<file path="config.mk">
export PLATFORM = sky130hd
export DESIGN_NAME = trapezoidal_motion_profile_flat
export DESIGN_NICKNAME = d
export VERILOG_FILES = /design/src/design/tmp_pkg.sv /design/src/design/tmp_channels.sv /design/src/design/tmp_cfg_regs.sv /design/src/design/tmp_tick.sv /design/src/design/trapezoidal_motion_profile.sv /design/src/flat_wrapper.sv
export SDC_FILE = /design/constraint.sdc
export NUM_CORES = 2
export LEC_CHECK = 0
export BUFFER_PORTS_ARGS = -buffer_cell sky130_fd_sc_hd__buf_2
export CORE_MARGIN = 5
export CORE_UTILIZATION = 30
export CTS_CLUSTER_SIZE = 16
export DETAILED_ROUTE_END_ITERATION = 8
export GPL_ROUTABILITY_DRIVEN = 0
export MAX_ROUTING_LAYER = met4
export PLACE_DENSITY = 0.44
export SYNTH_ARGS = -nofsm -noshare
export SYNTH_HDL_FRONTEND = slang
export SYNTH_SLANG_ARGS = --single-unit
export TNS_END_PERCENT = 100
</file>
<file path="constraint.sdc">
create_clock -name i_clk -period 16.1 [get_ports i_clk]
set_input_delay 2.415 -clock i_clk [delete_from_list [all_inputs] [get_ports i_clk]]
set_output_delay 2.415 -clock i_clk [all_outputs]
set_load 0.005 [all_outputs]
</file>
<file path="src/design/tmp_pkg.sv">
// ============================================================================
// Trapezoidal motion profile package
// Shared types, register index codes and widths for the profile generator.
// ============================================================================
package tmp_pkg;

    // Configuration port widths.
    localparam int CFG_IDX_W  = 3;
    localparam int CFG_DATA_W = 16;

    // Configuration register indexes.
    typedef enum logic [CFG_IDX_W-1:0] {
        CFG_PROFILE_MODE   = 3'd0,
        CFG_ACCEL_STEP     = 3'd1,
        CFG_ACCEL_SHIFT    = 3'd2,
        CFG_VELOCITY_LIMIT = 3'd3,
        CFG_VELOCITY_SHIFT = 3'd4
    } t_cfg_idx;

    // Profile modes.
    localparam logic MODE_JOG      = 1'b0;
    localparam logic MODE_POSITION = 1'b1;

    // Register file contents.
    typedef struct packed {
        logic        profile_mode;
        logic [14:0] accel_step;
        logic [4:0]  accel_shift;
        logic [14:0] velocity_limit;
        logic [3:0]  velocity_shift;
    } t_cfg;

    // One input beat.
    typedef struct packed {
        logic               enable;
        logic               start_req;
        logic signed [31:0] target_position;
        logic signed [15:0] commanded_velocity;
    } t_in_item;

    // One result beat.
    typedef struct packed {
        logic signed [31:0] position_out;
        logic signed [15:0] velocity_out;
        logic               busy_out;
        logic               done_out;
        logic               active_out;
    } t_out_item;

    // Generator state carried from tick to tick.
    typedef struct packed {
        logic [31:0] vel_acc;
        logic [31:0] position;
        logic [31:0] half_distance;
        logic [31:0] cruise_count;
        logic        execute_flag;
        logic        busy_flag;
        logic        done_flag;
        logic        negative_move;
        logic        second_half;
    } t_state;

endpackage

</file>
<file path="src/design/tmp_channels.sv">
// ============================================================================
// Trapezoidal motion profile channels
// Valid/ready channel interfaces for input beats, result beats and
// configuration writes.
// ============================================================================

// Input beat channel.
interface tmp_in_if import tmp_pkg::*; ();
    logic     valid;
    logic     ready;
    t_in_item data;

    modport source (output valid, output data, input ready);
    modport sink   (input valid, input data, output ready);
endinterface

// Result beat channel.
interface tmp_out_if import tmp_pkg::*; ();
    logic      valid;
    logic      ready;
    t_out_item data;

    modport source (output valid, output data, input ready);
    modport sink   (input valid, input data, output ready);
endinterface

// Configuration write channel.
interface tmp_cfg_if import tmp_pkg::*; ();
    logic                  valid;
    logic                  ready;
    logic [CFG_IDX_W-1:0]  index;
    logic [CFG_DATA_W-1:0] data;

    modport source (output valid, output index, output data, input ready);
    modport sink   (input valid, input index, input data, output ready);
endinterface

</file>
<file path="src/design/tmp_cfg_regs.sv">
// ============================================================================
// Trapezoidal motion profile configuration registers
// Decodes configuration write beats into the register file.
// ============================================================================
module tmp_cfg_regs import tmp_pkg::*; (
    input  logic  i_clk,
    input  logic  i_rst_n,
    tmp_cfg_if.sink i_cfg,
    output t_cfg  o_cfg
);

    t_cfg r_cfg;

    // The user must issue writes only while the generator is idle; the block does not enforce it and is always ready.
    assign i_cfg.ready = 1'b1;

    // Register writes; unknown indexes are dropped.
    always_ff @(posedge i_clk) begin
        if (!i_rst_n) begin
            r_cfg <= '0;
        end else if (i_cfg.valid) begin
            case (i_cfg.index)
                CFG_PROFILE_MODE:   r_cfg.profile_mode   <= i_cfg.data[0];
                CFG_ACCEL_STEP:     r_cfg.accel_step     <= i_cfg.data[14:0];
                CFG_ACCEL_SHIFT:    r_cfg.accel_shift    <= i_cfg.data[4:0];
                CFG_VELOCITY_LIMIT: r_cfg.velocity_limit <= i_cfg.data[14:0];
                CFG_VELOCITY_SHIFT: r_cfg.velocity_shift <= i_cfg.data[3:0];
                default:            r_cfg                <= r_cfg;
            endcase
        end
    end

    assign o_cfg = r_cfg;

endmodule

</file>
<file path="src/design/tmp_tick.sv">
// ============================================================================
// Trapezoidal motion profile tick
// Combinational next-state logic for one control tick in jog or position mode.
// ============================================================================
module tmp_tick import tmp_pkg::*; (
    input  t_cfg      i_cfg,
    input  t_state    i_state,
    input  t_in_item  i_item,
    output t_state    o_state,
    output t_out_item o_result
);

    // Position increment: velocity word shifted right arithmetically.
    function automatic logic [31:0] f_incr(input logic [31:0] acc, input logic [3:0] sh);
        logic signed [15:0] w;
        w = acc[31:16];
        w = w >>> sh;
        return {{16{w[15]}}, w};
    endfunction

    logic [31:0]        step;
    logic [31:0]        acc_up;
    logic [31:0]        acc_dn;
    logic signed [16:0] vw_now;
    logic signed [16:0] vw_up;
    logic signed [16:0] vw_dn;
    logic signed [16:0] vcom;
    logic signed [16:0] lim;
    logic signed [16:0] neg_lim;

    // Ramp step and the accumulator moved up or down by it.
    assign step    = {17'd0, i_cfg.accel_step} << i_cfg.accel_shift;
    assign acc_up  = i_state.vel_acc + step;
    assign acc_dn  = i_state.vel_acc - step;
    assign vw_now  = $signed({i_state.vel_acc[31], i_state.vel_acc[31:16]});
    assign vw_up   = $signed({acc_up[31], acc_up[31:16]});
    assign vw_dn   = $signed({acc_dn[31], acc_dn[31:16]});
    assign vcom    = $signed({i_item.commanded_velocity[15], i_item.commanded_velocity});
    assign lim     = $signed({2'b00, i_cfg.velocity_limit});
    assign neg_lim = -lim;

    // Jog ramp toward the command, clamped to the command and to the limit.
    logic [15:0] jog_vw;
    logic [31:0] jog_acc;

    always_comb begin
        jog_vw  = i_state.vel_acc[31:16];
        jog_acc = i_state.vel_acc;
        if (vw_now < vcom) begin
            jog_vw = acc_up[31:16];
            if (vw_up > vcom) jog_vw = vcom[15:0];
            if ($signed({jog_vw[15], jog_vw}) > lim) jog_vw = lim[15:0];
            jog_acc = {jog_vw, acc_up[15:0]};
        end else if (vw_now > vcom) begin
            jog_vw = acc_dn[31:16];
            if (vw_dn < vcom) jog_vw = vcom[15:0];
            if (-$signed({jog_vw[15], jog_vw}) > lim) jog_vw = neg_lim[15:0];
            jog_acc = {jog_vw, acc_dn[15:0]};
        end
    end

    // Move start: half of the signed distance, as magnitude and direction.
    logic [31:0]        diff;
    logic signed [31:0] half_s;
    assign diff   = i_item.target_position - i_state.position;
    assign half_s = $signed(diff) >>> 1;

    // First half: accelerate to the limit or count a cruise tick.
    logic        fh_accel;
    logic [31:0] fh_acc;
    logic [31:0] fh_inc;
    logic [31:0] fh_half;

    assign fh_accel = vw_now < lim;
    always_comb begin
        fh_acc = i_state.vel_acc;
        if (fh_accel) begin
            fh_acc = acc_up;
            if (vw_up > lim) fh_acc = {lim[15:0], acc_up[15:0]};
        end
    end
    assign fh_inc  = f_incr(fh_acc, i_cfg.velocity_shift);
    assign fh_half = i_state.half_distance - fh_inc;

    // Second half: burn the cruise count, then decelerate, then finish.
    logic        sh_cruise;
    logic        sh_decel;
    logic        sh_finish;
    logic [31:0] sh_acc;
    logic [31:0] sh_inc;
    logic [31:0] sh_base;

    assign sh_cruise = i_state.cruise_count != '0;
    assign sh_decel  = !sh_cruise && (i_state.vel_acc != '0);
    assign sh_finish = !sh_cruise && !sh_decel;
    assign sh_acc    = sh_decel ? (acc_dn[31] ? 32'd0 : acc_dn) : i_state.vel_acc;
    assign sh_inc    = f_incr(sh_acc, i_cfg.velocity_shift);
    assign sh_base   = sh_finish ? i_item.target_position : i_state.position;

    // Next state for the tick.
    t_state n_state;

    always_comb begin
        n_state              = i_state;
        n_state.execute_flag = i_state.execute_flag | i_item.start_req;
        if (i_cfg.profile_mode == MODE_JOG) begin
            if (!i_item.enable) begin
                n_state.vel_acc = '0;
            end else begin
                n_state.vel_acc  = jog_acc;
                n_state.position = i_state.position + f_incr(jog_acc, i_cfg.velocity_shift);
            end
        end else if (i_item.enable) begin
            if (!(n_state.execute_flag && !i_state.done_flag)) begin
                n_state.busy_flag = 1'b0;
                n_state.done_flag = 1'b0;
            end else if (!i_state.busy_flag) begin
                n_state.negative_move = half_s[31];
                n_state.half_distance = half_s[31] ? 32'(-half_s) : 32'(half_s);
                n_state.vel_acc       = '0;
                n_state.cruise_count  = '0;
                n_state.second_half   = 1'b0;
                n_state.busy_flag     = 1'b1;
            end else if (!i_state.second_half) begin
                n_state.vel_acc       = fh_acc;
                n_state.cruise_count  = fh_accel ? i_state.cruise_count
                                                 : i_state.cruise_count + 32'd1;
                n_state.half_distance = fh_half;
                n_state.position      = i_state.negative_move ? i_state.position - fh_inc
                                                              : i_state.position + fh_inc;
                if ($signed(fh_half) <= 0) n_state.second_half = 1'b1;
            end else begin
                n_state.vel_acc      = sh_acc;
                n_state.cruise_count = sh_cruise ? i_state.cruise_count - 32'd1
                                                 : i_state.cruise_count;
                if (sh_finish) begin
                    n_state.done_flag    = 1'b1;
                    n_state.execute_flag = 1'b0;
                end
                n_state.position = i_state.negative_move ? sh_base - sh_inc
                                                         : sh_base + sh_inc;
            end
        end
    end

    // Result fields follow the state after the tick; active follows the beat's enable.
    assign o_state               = n_state;
    assign o_result.position_out = n_state.position;
    assign o_result.velocity_out = n_state.vel_acc[31:16];
    assign o_result.busy_out     = n_state.busy_flag;
    assign o_result.done_out     = n_state.done_flag;
    assign o_result.active_out   = i_item.enable;

endmodule

</file>
<file path="src/design/trapezoidal_motion_profile.sv">
// ============================================================================
// Trapezoidal motion profile generator
// Per-tick velocity ramp (jog) and symmetric trapezoidal move (position)
// with an input register, one tick of logic and a result register.
//
//   Channel   Port    Direction   Payload
//   -------   -----   ---------   ----------------------------------------
//   input     i_in    sink        enable, start_req, target, velocity cmd
//   result    o_out   source      position, velocity, busy, done, active
//   config    i_cfg   sink        register index, write data
//
// One input beat is taken per cycle while i_in.ready is high; its result beat
// passes through the input register and then the result register.
// Reset clears the generator state, the register file and both valid flags.
// A stalled result holds the result register; the input register still takes
// one more beat, and i_in.ready drops only when both stages are full.
// ============================================================================
module trapezoidal_motion_profile import tmp_pkg::*; (
    input  logic      i_clk,
    input  logic      i_rst_n,
    tmp_in_if.sink    i_in,
    tmp_out_if.source o_out,
    tmp_cfg_if.sink   i_cfg
);

    t_cfg      cfg;
    t_state    r_state;
    t_state    n_state;
    t_out_item n_result;
    t_in_item  r_in_item;
    t_out_item r_out_item;
    logic      r_in_valid;
    logic      r_out_valid;
    logic      advance;

    // Register file.
    tmp_cfg_regs u_cfg_regs (
        .i_clk   (i_clk),
        .i_rst_n (i_rst_n),
        .i_cfg   (i_cfg),
        .o_cfg   (cfg)
    );

    // Tick logic between the input register and the result register.
    tmp_tick u_tick (
        .i_cfg    (cfg),
        .i_state  (r_state),
        .i_item   (r_in_item),
        .o_state  (n_state),
        .o_result (n_result)
    );

    // A held beat moves on when the result register is free or draining.
    assign advance    = r_in_valid && (!r_out_valid || o_out.ready);
    assign i_in.ready = !r_in_valid || advance;

    // Input register.
    always_ff @(posedge i_clk) begin
        if (!i_rst_n) begin
            r_in_valid <= 1'b0;
        end else if (i_in.ready) begin
            r_in_valid <= i_in.valid;
        end
    end

    always_ff @(posedge i_clk) begin
        if (i_in.valid && i_in.ready) begin
            r_in_item <= i_in.data;
        end
    end

    // Generator state advances once per tick.
    always_ff @(posedge i_clk) begin
        if (!i_rst_n) begin
            r_state <= '0;
        end else if (advance) begin
            r_state <= n_state;
        end
    end

    // Result register.
    always_ff @(posedge i_clk) begin
        if (!i_rst_n) begin
            r_out_valid <= 1'b0;
        end else if (advance) begin
            r_out_valid <= 1'b1;
        end else if (o_out.ready) begin
            r_out_valid <= 1'b0;
        end
    end

    always_ff @(posedge i_clk) begin
        if (advance) begin
            r_out_item <= n_result;
        end
    end

    assign o_out.valid = r_out_valid;
    assign o_out.data  = r_out_item;

    // A finished move is always still marked busy.
    a_done_busy: assert property (@(posedge i_clk) disable iff (!i_rst_n)
        r_state.done_flag |-> r_state.busy_flag)
        else $error("done flag set without busy flag");

    // Completing a move drops the execute request.
    a_done_clears_exec: assert property (@(posedge i_clk) disable iff (!i_rst_n)
        $rose(r_state.done_flag) |-> !r_state.execute_flag)
        else $error("execute flag still set after move completion");

    // State changes only on a processed tick.
    a_state_hold: assert property (@(posedge i_clk) disable iff (!i_rst_n)
        !advance |=> $stable(r_state))
        else $error("generator state changed without a tick");

    // An untaken result is never dropped.
    a_result_kept: assert property (@(posedge i_clk) disable iff (!i_rst_n)
        r_out_valid && !o_out.ready |=> r_out_valid)
        else $error("pending result beat lost");

endmodule

</file>
<file path="src/flat_wrapper.sv">
// flat-port wrapper written by rule: the top's interface ports become plain ports
module trapezoidal_motion_profile_flat import tmp_pkg::*;
  (i_clk, i_rst_n, i_in_valid, i_in_data, i_in_ready, o_out_valid, o_out_data, o_out_ready, i_cfg_valid, i_cfg_index, i_cfg_data, i_cfg_ready);
  tmp_in_if i_in_i ();
  tmp_out_if o_out_i ();
  tmp_cfg_if i_cfg_i ();
  input  logic i_clk;
  input  logic i_rst_n;
  input wire logic [$bits(i_in_i.valid)-1:0] i_in_valid;
  input wire logic [$bits(i_in_i.data)-1:0] i_in_data;
  output wire logic [$bits(i_in_i.ready)-1:0] i_in_ready;
  output wire logic [$bits(o_out_i.valid)-1:0] o_out_valid;
  output wire logic [$bits(o_out_i.data)-1:0] o_out_data;
  input wire logic [$bits(o_out_i.ready)-1:0] o_out_ready;
  input wire logic [$bits(i_cfg_i.valid)-1:0] i_cfg_valid;
  input wire logic [$bits(i_cfg_i.index)-1:0] i_cfg_index;
  input wire logic [$bits(i_cfg_i.data)-1:0] i_cfg_data;
  output wire logic [$bits(i_cfg_i.ready)-1:0] i_cfg_ready;
  assign i_in_i.valid = i_in_valid;
  assign i_in_i.data = i_in_data;
  assign i_in_ready = i_in_i.ready;
  assign o_out_valid = o_out_i.valid;
  assign o_out_data = o_out_i.data;
  assign o_out_i.ready = o_out_ready;
  assign i_cfg_i.valid = i_cfg_valid;
  assign i_cfg_i.index = i_cfg_index;
  assign i_cfg_i.data = i_cfg_data;
  assign i_cfg_ready = i_cfg_i.ready;
  trapezoidal_motion_profile u_core (.i_clk(i_clk), .i_rst_n(i_rst_n), .i_in(i_in_i), .o_out(o_out_i), .i_cfg(i_cfg_i));
endmodule
</file>
==> impl_metrics.env <==
export IMPL_tns_ps=0
export IMPL_dieHeight_um=346
export IMPL_postSynthAreaPerCell_um2=7.63
export IMPL_holdCritPathClass="reg2reg"
export IMPL_drv_cap=0
export IMPL_cts_root_buf="clkbuf_16"
export IMPL_fin_nets=4948
export IMPL_ios=128
export IMPL_worstPathRequired_ps=16410
export IMPL_clockBufferDepth=3
export IMPL_post_route_min_period_ps=15050
export IMPL_routed_wl_mm=144
export IMPL_vias=34700
export IMPL_crit_buf_inv=3
export IMPL_core_um2=112000
export IMPL_slew_viol_final=0
export IMPL_arrival_ps=15360
export IMPL_firstDrtPassIters=6
export IMPL_dp_hpwl_mm=111
export IMPL_ys_ff_latch=276
export IMPL_slowest_stage="or4_4"
export IMPL_rsz0062_at_grt="no"
export IMPL_grt_max_degree=79
export IMPL_power_density_nw_per_um2=126
export IMPL_seq_area_frac_synth_pct=19.3
export IMPL_layout_common_cells="425 x a21oi_1, 423 x nand2_1, 399 x nor2_1"
export IMPL_portBuffers=125
export IMPL_clock_skew_ps=34.8
export IMPL_drt_iter0_drc=3050
export IMPL_cp_slowest_stage_delay_ps=610
export IMPL_setup_viol=0
export IMPL_grt_antenna_before_repair=4
export IMPL_final_layout_size_suffix_gt1_share_pct=10.3
export IMPL_tightest_slew_ps=1080
export IMPL_cts_buffers_inserted=39
export IMPL_cts_max_level=2
export IMPL_ys_types=117
export IMPL_end_kind="register"
export IMPL_cts_tree="yes"
export IMPL_worstSetupStartpointType="register"
export IMPL_power_leakage_uw=0.0154
export IMPL_finalHoldViolCount=0
export IMPL_post_route_util_pct=33.6
export IMPL_synth_async_sr_flop_share_pct=0
export IMPL_syn_num_nets=4892
export IMPL_period_share_pct=93.5
export IMPL_cts_setup_buffers=0
export IMPL_die_x_um=346
export IMPL_dieArea_um2=120000
export IMPL_critPathKind="reg2reg"
export IMPL_outcome="complete, no violations"
export IMPL_synth_edff_count=101
export IMPL_initial_core_util_pct=30.2
export IMPL_clkLatencyLatePin_ps=610
export IMPL_holdBufCountCts=0
export IMPL_clkSlewWorstSetupHoldPaths_ps=60
export IMPL_ant_nets=0
export IMPL_synth_main_ff_cell="dfxtp_1"
export IMPL_viasPerCell=5.75
export IMPL_vdd_ir_drop_max_mv=0.0933
export IMPL_area_growth_pct=11.3
export IMPL_p_total_uw=4760
export IMPL_rows=123
export IMPL_cts_sinks=276
export IMPL_crit_family="compound AO/OA/AOI/OAI gates"
export IMPL_crit_top_cell="nand2_1"
export IMPL_max_freq_ghz=0.0665
export IMPL_relSlewSlack_pct=27.6
export IMPL_hold_ws_ps=466
export IMPL_post_drt_wl_per_cell_um=24.0
export IMPL_syn_instance_count=4444
export IMPL_grt_overflow=0
export IMPL_yosys_warnings=0
export IMPL_grt_pass1_vias=32400
export IMPL_grt_usage_pct=23.5
export IMPL_grt_pass1_wl_mm=212
export IMPL_drc_errors=0
export IMPL_final_common_cell="a21oi_1"
export IMPL_crit_fanout=26
export IMPL_syn_cell_area_um2=33900
## what timing repair did
action                     in CTS  in global routing
setup endpoints to repair       0                 18
hold endpoints to repair        0                  0
resized for setup               0                  9
## cell usage after synthesis (12+ instances only)
| master | number | area share (%) |
|---|---|---|
| mux2i_1 | 86 | 2.5 |
| a211o_1 | 14 | 0.36 |
| a31oi_1 | 77 | 1.4 |
| nor2_1 | 402 | 4.5 |
| and3_1 | 38 | 0.70 |
| nand3_1 | 113 | 1.7 |
| inv_1 | 210 | 2.3 |
| or3_1 | 38 | 0.70 |
| o21ai_0 | 250 | 3.7 |
| nor3_1 | 130 | 1.9 |
| o21a_1 | 54 | 1.2 |
| mux2_2 | 31 | 1.0 |
| buf_2 | 15 | 0.22 |
| o2111ai_1 | 12 | 0.31 |
| a221oi_1 | 13 | 0.34 |
| ha_1 | 366 | 14 |
| and2_1 | 35 | 0.65 |
| clkbuf_1 | 173 | 1.9 |
| buf_1 | 24 | 0.27 |
| nand4_1 | 44 | 0.81 |
| o31ai_1 | 21 | 0.46 |
| a22oi_1 | 51 | 1.1 |
| a211oi_1 | 80 | 1.8 |
| nand2_1 | 423 | 4.7 |
| edfxtp_1 | 101 | 8.9 |
| nand3b_1 | 16 | 0.35 |
| xor2_1 | 91 | 2.4 |
| o22ai_1 | 40 | 0.74 |
| or2_2 | 18 | 0.33 |
| nor4_1 | 31 | 0.57 |
| o21bai_1 | 36 | 0.80 |
| o21ai_1 | 19 | 0.28 |
| o221ai_1 | 15 | 0.39 |
| xnor2_1 | 186 | 4.8 |
| a21oi_1 | 427 | 6.3 |
| mux4_2 | 28 | 1.9 |
| o41ai_1 | 13 | 0.34 |
| nand2b_1 | 54 | 1.0 |
| a21o_1 | 102 | 2.3 |
| dfxtp_1 | 175 | 10 |
| o31a_1 | 12 | 0.31 |
| nor2b_1 | 57 | 1.1 |
| o211a_1 | 12 | 0.35 |
| o211ai_1 | 51 | 1.1 |
## sequential cells by signal (all words and copies together), names as in the netlist
register,cells
u_core.o_out.data,51
u_core.o_out.valid,1
u_core.r_in_item,50
u_core.r_in_valid,1
u_core.r_state,133
u_core.u_cfg_regs.o_cfg,40
## through the flow
stage / setup WS, ps / cells / instance area [um2]
after floorplan: 3120 / 4444 / 33900
after global placement: 644 / 5959 / 36400
after detailed placement: 720 / 5959 / 36400
after CTS: 659 / 6029 / 37700
after global routing: 63.7 / 6031 / 37700
final: 1050 / 6032 / 37700
## metal layers
layer	track usage [%]	wire length, um	vias to the layer above
met1	30.4	63900	16700
met4	7.88	5850	0
met3	2.66	8280	255
li1	-	-	16600
met2	38.6	66500	1168
met5	-	0	-
## power breakdown
part	switching, uW	internal [uW]	total (uW)
registers	44.3	786	830
logic	1890	1140	3040
clock network	372	524	896
## cell type report
| cell class | count | area, um2 |
|---|---|---|
| Antenna cell | 3 | 7.51 |
| Clock buffer | 52 | 1090 |
| Clock inverter | 18 | 184 |
| Fill cell | 12200 | 74600 |
| Inverter | 226 | 856 |
| Multi-Input combinational cell | 3720 | 25700 |
| Sequential cell | 276 | 6550 |
| Tap cell | 1500 | 1880 |
| Timing Repair Buffer | 237 | 1470 |
## worst reg2reg max path: cells and delay by family (launching register included)
family,cells,cell delay (ps)
buf+inv,3,490
simple gates,18,3320
fa+ha+maj,5,1580
xor+xnor,2,370
mux,3,1000
flops,1,530
compound gates,31,7440
## kinds of logic (layout without fill, tap and decap cells)
family | Yosys count | count (layout) | synth area share [%]
simple gates | 1451 | 1451 | 20.3
mux | 148 | 148 | 5.56
flops | 276 | 276 | 19.3
buf+inv | 448 | 533 | 5.19
other cells | 1 | 4 | 0.0111
compound gates | 1468 | 1468 | 28.5
fa+ha+maj | 374 | 374 | 14.0
xor+xnor | 278 | 278 | 7.20
## worst paths after layout
path                                             startpoint                    end  slack, ps  cells past startpoint
worst max-delay path            u_core.u_cfg_regs.o_cfg[20]  u_core.o_out.data[50]       1050                     62
worst min-delay path                     u_core.r_state[46]     u_core.r_state[46]        470                      2
worst max register to register  u_core.u_cfg_regs.o_cfg[20]  u_core.o_out.data[50]       1050                     62
worst min register to register           u_core.r_state[46]     u_core.r_state[46]        470                      2
Power figures use the tool's default switching activity.
